===== src/rtl/sve_pkg.sv =====
// shared types, constants and helpers of the velocity gradient stencil
`default_nettype none

package sve_pkg;

    localparam int FRAC_BITS_DEF = 32;
    localparam int CFG_IDX_W     = 8;
    // widest signed numerator: sums of four 64-bit terms
    localparam int NUM_W         = 67;
    localparam int MUL_A_W       = 65;
    localparam int MUL_B_W       = 64;

    localparam logic [63:0] MAX64 = 64'h7FFF_FFFF_FFFF_FFFF;
    localparam logic [63:0] MIN64 = 64'h8000_0000_0000_0000;

    localparam logic [CFG_IDX_W-1:0] CFG_RADIUS     = 8'd0;
    localparam logic [CFG_IDX_W-1:0] CFG_COS_LAT    = 8'd1;
    localparam logic [CFG_IDX_W-1:0] CFG_DLAT_EDGE  = 8'd2;
    localparam logic [CFG_IDX_W-1:0] CFG_DLAT_BELOW = 8'd3;
    localparam logic [CFG_IDX_W-1:0] CFG_DLAT_ABOVE = 8'd4;
    localparam logic [CFG_IDX_W-1:0] CFG_TAN_CENTER = 8'd5;
    localparam logic [CFG_IDX_W-1:0] CFG_TAN_EB     = 8'd6;
    localparam logic [CFG_IDX_W-1:0] CFG_TAN_EA     = 8'd7;

    // one entry per arithmetic step of a column
    typedef enum logic [3:0] {
        ST_RC,
        ST_DU1,
        ST_DU2,
        ST_DV1,
        ST_DV2,
        ST_UD1,
        ST_UD2,
        ST_UTM,
        ST_UTD,
        ST_VD1,
        ST_VD2,
        ST_VTM1,
        ST_VTM2,
        ST_VTD
    } t_step;

    typedef struct packed {
        logic  accept;
        logic  start;
        logic  load_out;
        t_step step;
    } t_cmd;

    typedef struct packed {
        logic emit;
        logic done;
    } t_stat;

    function automatic logic signed [NUM_W-1:0] sext64(input logic signed [63:0] x);
        return {{(NUM_W-64){x[63]}}, x};
    endfunction

endpackage

`default_nettype wire


===== src/rtl/sve_ctrl.sv =====
// controller: accepts columns, sequences the arithmetic steps, drives the result word's valid
`default_nettype none

module sve_ctrl
    import sve_pkg::*;
(
    input  logic  i_clk,
    input  logic  i_rst_n,
    input  logic  i_in_valid,
    output logic  o_in_ready,
    output logic  o_out_valid,
    input  logic  i_out_ready,
    input  t_stat i_stat,
    output t_cmd  o_cmd
);

    typedef enum logic [1:0] {
        S_IDLE,
        S_RUN,
        S_WAIT,
        S_DONE
    } t_state;

    t_state r_state;
    t_step  r_step;
    logic   load;

    assign o_in_ready     = (r_state == S_IDLE);
    assign load           = (r_state == S_DONE) && (!o_out_valid || i_out_ready);
    assign o_cmd.accept   = i_in_valid && o_in_ready;
    assign o_cmd.start    = (r_state == S_RUN);
    assign o_cmd.load_out = load;
    assign o_cmd.step     = r_step;

    always_ff @(posedge i_clk) begin
        if (!i_rst_n) begin
            r_state     <= S_IDLE;
            r_step      <= ST_RC;
            o_out_valid <= 1'b0;
        end else begin
            if (o_out_valid && i_out_ready) begin
                o_out_valid <= 1'b0;
            end
            unique case (r_state)
                S_IDLE: begin
                    if (i_in_valid && i_stat.emit) begin
                        r_step  <= ST_RC;
                        r_state <= S_RUN;
                    end
                end
                S_RUN: begin
                    r_state <= S_WAIT;
                end
                S_WAIT: begin
                    if (i_stat.done) begin
                        if (r_step == ST_VTD) begin
                            r_state <= S_DONE;
                        end else begin
                            r_step  <= t_step'(r_step + 4'd1);
                            r_state <= S_RUN;
                        end
                    end
                end
                S_DONE: begin
                    // wait for the output register to free up
                    if (load) begin
                        o_out_valid <= 1'b1;
                        r_state     <= S_IDLE;
                    end
                end
                default: begin
                    r_state <= S_IDLE;
                end
            endcase
        end
    end

`ifndef SYNTHESIS
    a_start_not_done: assert property (@(posedge i_clk) disable iff (!i_rst_n)
        o_cmd.start |-> !i_stat.done)
        else $error("step finished in the cycle of its start");
    a_done_in_wait: assert property (@(posedge i_clk) disable iff (!i_rst_n)
        i_stat.done |-> (r_state == S_WAIT))
        else $error("step finished outside of wait state");
    a_load_sets_valid: assert property (@(posedge i_clk) disable iff (!i_rst_n)
        o_cmd.load_out |=> o_out_valid)
        else $error("result word loaded without valid");
    a_accept_idle: assert property (@(posedge i_clk) disable iff (!i_rst_n)
        o_cmd.accept |-> !o_cmd.start && !o_cmd.load_out)
        else $error("column accepted while busy");
`endif

endmodule

`default_nettype wire


===== config.mk =====
export PLATFORM = sky130hd
export DESIGN_NAME = sve_ctrl
export DESIGN_NICKNAME = d
export VERILOG_FILES = /design/src/rtl/sve_pkg.sv /design/src/rtl/sve_ctrl.sv
export SDC_FILE = /design/constraint.sdc
export NUM_CORES = 1
export LEC_CHECK = 0
export ABC_AREA = 1
export BUFFER_PORTS_ARGS = -buffer_cell sky130_fd_sc_hd__clkbuf_2
export CAP_MARGIN = 15
export CORE_MARGIN = 5
export CORE_UTILIZATION = 30
export CTS_BUF_LIST = sky130_fd_sc_hd__clkbuf_8 sky130_fd_sc_hd__clkbuf_16
export DETAILED_ROUTE_END_ITERATION = 16
export SETUP_SLACK_MARGIN = 0.02
export SYNTH_ARGS = -nofsm -noshare
export SYNTH_HDL_FRONTEND = slang
export SYNTH_SLANG_ARGS = --single-unit

===== constraint.sdc =====
create_clock -name i_clk -period 3 [get_ports i_clk]
set_input_delay 0.6 -clock i_clk [delete_from_list [all_inputs] [get_ports i_clk]]
set_output_delay 0.6 -clock i_clk [all_outputs]
set_load 0.005 [all_outputs]

**Word-level counts from Yosys, hierarchy flattened**

Cells that the tools add are included.

- Add/sub/neg operators: 1
- Mux-type cells: 12
- Equality and inequality tests: 8
- Reduce and logical (&&, ||, !) cells: 10

Operators with widths:

| kind | number |
|---|---|
| 4-bit 2-to-1 mux | 3 |
| 2-bit 2-to-1 mux | 4 |
| 2-bit one-hot mux with 4 select lines | 1 |
| 4-bit one-hot mux with 2 select lines | 1 |
| 2-bit inequality test (second input constant) | 3 |
| 4-bit by 1-bit adder with 4-bit output (second input constant) | 1 |
| 2-bit == test (second input constant) | 2 |
| 4-bit == test (second input constant) | 1 |
| 1-bit logical AND | 4 |
| 4-bit AND reduction | 1 |
| 1-bit 2-to-1 mux | 3 |
| 3-bit AND reduction | 1 |
| 2-bit by 1-bit == test with 1-bit output (second input constant) | 1 |
| 2-bit zero test | 1 |
| 2-bit by 1-bit inequality test with 1-bit output (second input constant) | 1 |
| 2-bit nonzero test | 1 |
| 1-bit zero test | 1 |
| 1-bit logical OR | 1 |

- Output and inout bits: 9
- Input port bits: 6
- Bits in registers: 7
- Word-level logic and storage cells: 34

**Logic depth before layout (Yosys ltp)**

Gate-level depths: netlist of the first run.

- Word-level depth: 5
- Gate-level depth with buffers: 9
- Depth with buffers taken out: 9

**Worst setup path after synthesis of the first run**

No wires, ideal clock.

- Path kind: in2out
- Start: input i_out_ready
- End: output o_cmd[4] in the netlist's numbering
- Stages on the path: 3
- Data required time: 2,400 ps
- Slack: 1,485 ps
- Buffers on the path: 1
- Data arrival time: 915 ps
- Path through: nor2_1 -> nor2_1 -> buf_4

- Cells in the longest elaborated chain, start to end: 2

RTL lines:

| element | RTL line | RTL |
|---|---|---|
| from (decl) | sve_ctrl.sv:12 | `input logic i_out_ready,` |
| 1-bit logical OR | sve_ctrl.sv:29 | `assign load = (r_state == S_DONE) && (!o_out_valid \|\| i_out_ready);` |
| 1-bit logical AND | sve_ctrl.sv:29 |  |
| to (decl) | sve_ctrl.sv:14 | `output t_cmd o_cmd` |

No other way between the ends.

==> results of run 1 <==
## state kept, by name, indices dropped and copies added, names as in the netlist
register / count
r_state: 2
o_out_valid: 1
r_step: 4
## stage by stage
stage                     util (%)  total power [uW]  std cells  hold slack, ns  instance area [um^2]
after floorplan                  -             136.8         74          0.4952                 456.7
after global placement       36.65             152.1        103          0.5130                 539.3
after detailed placement     36.65             152.6        103          0.5123                 539.3
after CTS                    39.71             282.7        107          0.5360                 584.3
after global routing         39.71             298.3        107          0.5811                 584.3
final                        39.71             278.4        107          0.5313                 584.3
## layer usage
layer  global-route usage, %  wire length [um]
met5                       0                 0
met4                       0                 0
met3                   6.728                83
met2                   11.30               417
met1                   11.05               459
## area by class of cell
cell class	instances	area, um^2
sequential	7	140.1
timing repair buffer	14	70.07
clock inverter	1	3.754
tap	16	20.02
multi-input combinational	50	249.0
fill	175	887.1
clock buffer	3	41.29
inverter	16	60.06
## cell usage after synthesis, drive strengths merged
library cell,number,area [um^2]
a211oi,1,7.510
a21oi,4,20.02
buf,1,7.510
dfxtp,7,140.1
ha,2,25.02
inv,16,60.06
nand2,21,96.34
nand3,7,35.03
nand4,1,6.260
nor2,13,53.80
o21ai,1,5.000
## power by group through the flow
stage	clock, uW	combinational (uW)	sequential, uW
2_1_floorplan	0	32.9	104
3_3_place_gp	0	47.4	105
3_5_place_dp	0	48.0	105
4_1_cts	131	48.2	103
5_1_grt	140	54.2	104
6_report	128	47.6	103
## worst max-delay path, delay by kind of cell (launching register included)
family | cells | cell delay [ns]
flops | 1 | 0.38
simple gates | 2 | 0.26
buf+inv | 2 | 0.20
## path summary, 6_finish.rpt
| kind | start | slack [ns] | cells after the start | to |
|---|---|---|---|---|
| setup reg to reg | r_step[1]$_SDFFE_PN0P_ | 1.73 | 8 | r_step[3]$_SDFFE_PN0P_ |
| hold / removal | r_step[1]$_SDFFE_PN0P_ | 0.53 | 2 | r_step[1]$_SDFFE_PN0P_ |
| setup / recovery | r_state[0]$_SDFFE_PN0P_ | 1.34 | 4 | o_cmd[6] |
| hold reg to reg | r_step[1]$_SDFFE_PN0P_ | 0.53 | 2 | r_step[1]$_SDFFE_PN0P_ |
## kinds of logic after synthesis
kind of cell,count (synthesis),synth area share [%]
simple gates,42,41.92
buf+inv,17,14.80
flops,7,30.68
compound gates,6,7.123
fa+ha+maj,2,5.479
==> impl_metrics.py, run 1 <==
metrics = {
    "floorplanning": {
        "die_h_um": 49.02,
        "die_w_um": 49.02,
        "core_area_um2": 1471,
        "start_util_pct": 31.04,
        "fp-row-count": 14,
        "die_area_um2": 2402,
        "ios": 15,
    },
    "clocking": {
        "postCtsHoldBufs": 0,
        "cts_resized": 0,
        "clkSlewWorstSetupHoldPaths_ns": 0.04,
        "clk-insertion-delay-late_ns": 0.22,
        "root_buffer": "clkbuf_8",
        "post_cts_buffers": 0,
        "clock_path_buffers": 2,
        "h-tree-depth": 1,
        "clkSinkCount": 7,
        "cts_tree": "done",
        "cts_made_buffers": 3,
    },
    "placed_design": {
        "place_hpwl_um": 782.7,
        "place.gp.congestion": 0.8284,
        "dp_worst_setup_slack_ns": 1.390,
        "portBuffers": 14,
    },
    "power_and_ir_drop": {
        "powerDensity_nw_per_um2": 476.5,
        "seqPwrFrac_pct": 37.1,
        "clkPwrFrac_pct": 45.9,
        "p_switching_uw": 73.97,
        "p_leak_uw": 0.0003036,
        "power_frac_comb_pct": 17.1,
        "swShare_pct": 26.57,
        "intPower_uw": 204.4,
        "max-vdd-ir-drop_mv": 0.3635,
    },
    "route": {
        "drtIter0Drc": 9,
        "drt-pass1-iter-count": 4,
        "vias": 455,
        "routed_wl_um": 961,
        "avgRoutedWirePerCell_um": 8.981,
        "ant_nets": 0,
        "via_per_inst": 4.252,
        "drc": 0,
    },
    "sta": {
        "min_period_ns": 1.660,
        "slew_headroom_pct": 81.16,
        "rsz0062_at_grt": "no",
        "finalHoldViolations": 0,
        "finClkSkew_ns": 0.001527,
        "fmax_mhz": 602.4,
        "finalMaxSlewViolations": 0,
        "finalSetupViolations": 0,
        "fin_crit_sh_pct": 55.33,
        "worst_slack_ns": 1.340,
        "finalSetupTns_ns": 0,
        "tightestPinTransition_ns": 0.2822,
    },
    "worst_setup_path": {
        "max_stage_delay_ns": 0.38,
        "startpoint_type": "register",
        "cp_slowest_cell": "dfxtp_1",
        "crit_path_max_fanout": 7,
        "crit_path_end_kind": "primary output",
        "crit_path_cell_trace": "nor2_2 > inv_1 > nor2_1 > clkbuf_2",
        "cp.required_ns": 2.40,
        "crit_arrival_ns": 1.06,
        "worstSetupPathType": "register to primary output",
    },
    "synth": {
        "ys_warn_count": 0,
        "synthesis.area_um2": 456.7,
        "ys_seq_elements": 7,
        "syn_nets": 82,
        "synthCells": 74,
        "synth.distinct_cells": 15,
        "yosysSeqAreaShare_pct": 30.68,
        "synth.avg_cell_area_um2": 6.171,
    },
    "finish": {
        "drive_gt1_share_pct": 29.67,
        "layout.cells.most_common": "nand2_1",
        "layout_common_cells": "16 x nand2_1, 14 x inv_1, 14 x clkbuf_2",
        "diodes": 0,
        "syn_to_final_growth_pct": 27.95,
        "final_nets": 100,
    },
    "global_route": {
        "grt_overflow": 0,
        "grt_pass1_vias": 366,
        "grt_max_degree": 8,
        "grt_usage_pct": 8.401,
        "antenna_found_initial": 0,
        "grt_pass1_wl_mm": 1.552,
    },
    "hold_path": {
        "hold_path_class": "register to register",
    },
    "job": {
        "cap_violations": 0,
    },
    "outcome": {
        "status": "complete, no violations",
    },
}
Note: power is estimated with default switching activity, not from simulation.
==> run 2, diff against run 1 <==
--- a/config.mk
+++ b/config.mk
@@ -5,7 +5,7 @@
 export SDC_FILE = /design/constraint.sdc
 export NUM_CORES = 1
 export LEC_CHECK = 0
-export ABC_AREA = 1
+export ABC_AREA = 0
 export BUFFER_PORTS_ARGS = -buffer_cell sky130_fd_sc_hd__clkbuf_2
 export CAP_MARGIN = 15
 export CORE_MARGIN = 5
==> constraint.sdc (replaced) <==
create_clock -name i_clk -period 1.35 [get_ports i_clk]
set_input_delay 0.27 -clock i_clk [delete_from_list [all_inputs] [get_ports i_clk]]
set_output_delay 0.27 -clock i_clk [all_outputs]
set_load 0.005 [all_outputs]
==> run 2 against run 1 <==
Effect of this change: clock-buffer cell count did not move; synthesized area fell by 3.3%; register-to-register slack got worse by 1.7 ns; clock power rose by 120%; sequential power rose by 120%; clock skew fell by 0.00061 ns; total power rose by 120%; synthesized cell count fell by 32%; highest routed layer is now met4.
==> impl_metrics.py, run 2 <==
metrics = {
    "route": {
        "avgRoutedWirePerCell_um": 12.61,
        "drt-pass1-iter-count": 4,
        "vias": 422,
        "drtIter0Drc": 15,
        "drc": 0,
        "maxUsedRoutingLayer": "met4",
        "wl_met1_um": 507,
        "wl_met3_um": 85,
        "via_per_inst": 5.024,
        "routed_wl_mm": 1.059,
        "wl_met2_um": 425,
        "ant_nets": 0,
    },
    "sta": {
        "finalMaxSlewViolations": 0,
        "finalSetupViolations": 0,
        "finClkSkew_ns": 0.0009190,
        "finalHoldViolations": 0,
        "finalSetupTns_ns": 0,
        "slew_headroom_pct": 83.75,
        "tightestPinTransition_ns": 0.2434,
        "fmax_mhz": 782.4,
        "min_period_ns": 1.278,
        "rsz0062_at_grt": "yes",
        "fin_crit_sh_pct": 94.68,
    },
    "worst_setup_path": {
        "r2r.worst_path.cells": 6,
        "startpoint_type": "register",
        "worstSetupPathType": "register to register",
        "crit_path_end_kind": "register",
        "r2r-start": "r_step[1]$_SDFFE_PN0P_",
        "crit_arrival_ns": 1.43,
        "cp.required_ns": 1.50,
        "rrSetupSlack_ns": 0.07,
        "crit_path_max_fanout": 5,
        "rr_endpoint": "r_step[1]$_SDFFE_PN0P_",
    },
    "finish": {
        "layout_common_cells": "14 x clkbuf_2, 10 x nand2_1, 4 x dfxtp_1, 4 x buf_4",
        "largest_register": "r_step",
        "drive_gt1_share_pct": 49.28,
        "final_nets": 78,
        "final_util_pct": 44.49,
        "seq_area_um2": 148.9,
        "postLayoutCellArea_um2": 600.6,
        "largest_reg_flops": 4,
        "multi_input_area_um2": 280.3,
        "fill_cells": 132,
        "syn_to_final_growth_pct": 35.98,
        "finalNonFillerCells": 84,
        "layout.cells.most_common": "clkbuf_2",
        "diodes": 0,
        "reg_top3": "r_step: 4 flops, r_state: 2 flops, o_out_valid: 1 flops",
    },
    "synth": {
        "synthArstFlopShare_pct": 0,
        "synth_commonest_cells": "10 x nand2_1, 7 x dfxtp_1, 3 x a21oi_1, 3 x nor2_1",
        "synth-main-ff-cell": "dfxtp_1",
        "synth_top_area_share_pct": 31.73,
        "synth.distinct_cells": 26,
        "synth-edff-count": 0,
        "ys_warn_count": 0,
        "ys_top_cells_by_area": "dfxtp_1 32%, nand2_1 8.5%, ha_1 5.7%, nand3b_4 4.5%, a21boi_4 4.2%",
        "synthCells": 50,
        "syn_nets": 58,
        "yosysMostFrequentCell": "nand2_1",
        "yosysSeqAreaShare_pct": 31.73,
        "synth.avg_cell_area_um2": 8.833,
        "yosys.area.top_type": "dfxtp_1",
        "synthesis.area_um2": 441.7,
        "ys_seq_elements": 7,
    },
    "floorplanning": {
        "die_area_um2": 2340,
        "ios": 15,
        "core_area_um2": 1350,
        "start_util_pct": 32.72,
        "die_w_um": 48.37,
        "die_h_um": 48.37,
        "fp-row-count": 13,
    },
    "clocking": {
        "clkSinkCount": 7,
        "cts_made_buffers": 3,
        "clkSlewWorstSetupHoldPaths_ns": 0.04,
        "cts_tree": "done",
        "clk-insertion-delay-late_ns": 0.22,
        "postCtsHoldBufs": 0,
        "h-tree-depth": 1,
        "clock_path_buffers": 2,
        "root_buffer": "clkbuf_8",
    },
    "power_and_ir_drop": {
        "p_leak_uw": 0.0002758,
        "powerDensity_nw_per_um2": 1006,
        "max-vdd-ir-drop_mv": 0.4502,
    },
    "job": {
        "cap_violations": 0,
    },
    "global_route": {
        "antenna_found_initial": 0,
        "grt_pass1_wl_mm": 1.863,
        "grt_pass1_vias": 395,
        "grt_usage_pct": 10.23,
        "grt_max_degree": 11,
        "grt_overflow": 0,
    },
    "hold_path": {
        "hp-start": "i_out_ready",
        "hold_path_class": "input port to register",
        "whs_path_depth": 3,
        "holdPathEnd": "o_out_valid$_SDFF_PN0_",
    },
    "placed_design": {
        "placed_area_um2": 521.8,
        "place_hpwl_um": 757.8,
        "placed_cells": 78,
        "portBuffers": 14,
        "place.gp.congestion": 0.7310,
    },
    "outcome": {
        "status": "complete, no violations",
    },
}
## run 2: cell type report
cell class | count | area share (%)
multi-input cells | 38 | 46.67
flip-flops and latches | 7 | 24.79
repair buffers | 18 | 16.67
clock buffers | 3 | 6.875
well taps | 15 | 3.125
inverters | 2 | 1.250
clock inverters | 1 | 0.6250
## run 2: power breakdown
part | switching [uW] | internal (uW) | total [uW]
clock network | 86.4 | 196 | 282
logic | 44.3 | 48.3 | 92.6
registers | 14.1 | 215 | 229
## run 2: worst max-delay path by stage
stage                            start                     end  slack [ns]  depth (start not counted)
2_1_floorplan   r_step[1]$_SDFFE_PN0P_  r_step[0]$_SDFFE_PN0P_        0.07                          6
3_3_place_gp    r_step[1]$_SDFFE_PN0P_  r_step[1]$_SDFFE_PN0P_        0.07                          6
3_5_place_dp    r_step[1]$_SDFFE_PN0P_  r_step[1]$_SDFFE_PN0P_        0.04                          6
4_1_cts        r_state[1]$_SDFFE_PN0P_                o_cmd[4]        0.05                          3
5_1_grt         r_step[1]$_SDFFE_PN0P_  r_step[1]$_SDFFE_PN0P_       -0.02                          6
6_report        r_step[1]$_SDFFE_PN0P_  r_step[1]$_SDFFE_PN0P_        0.07                          6
## run 2: routing by layer
metal	track usage, %	up-vias
met5	0	-
met4	8.295	0
met3	4.587	5
met2	13.26	17
met1	12.61	189
li1	-	211
## run 2: logic make-up after synthesis
family                     count (synthesis)  synth area share, %
DFF                                        7                31.73
AOI/OAI and AO/OA                         13                25.50
adders and majority gates                  2                5.665
buffers and inverters                      5                7.082
and+or+nand+nor                           23                30.03
## run 2: critical path, cell delays in order (launching register included)
cell      delay, ns
dfxtp_2        0.33
inv_2          0.03
ha_2           0.17
a41oi_2        0.20
a21boi_4       0.26
nand4b_1       0.12
o21ai_1        0.09
## run 2: what timing repair did
item | in CTS | in global routing
endpoints found under the hold margin | 0 | 0
pin swaps | 1 | 1
setup buffers | 0 | 2
gates resized for setup | 2 | 8
setup endpoints to repair | 3 | 4
## run 2: per-stage QoR
| stage | power, uW | hold slack (ns) | setup slack, ns |
|---|---|---|---|
| finish | 604.3 | 0.3670 | 0.07187 |
| CTS | 606.0 | 0.3719 | 0.05057 |
| global route | 641.9 | 0.3899 | -0.01641 |
| detailed placement | 318.9 | 0.5258 | 0.04440 |
| global placement | 318.5 | 0.5232 | 0.06777 |
| floorplan | 293.3 | 0.4925 | 0.07058 |
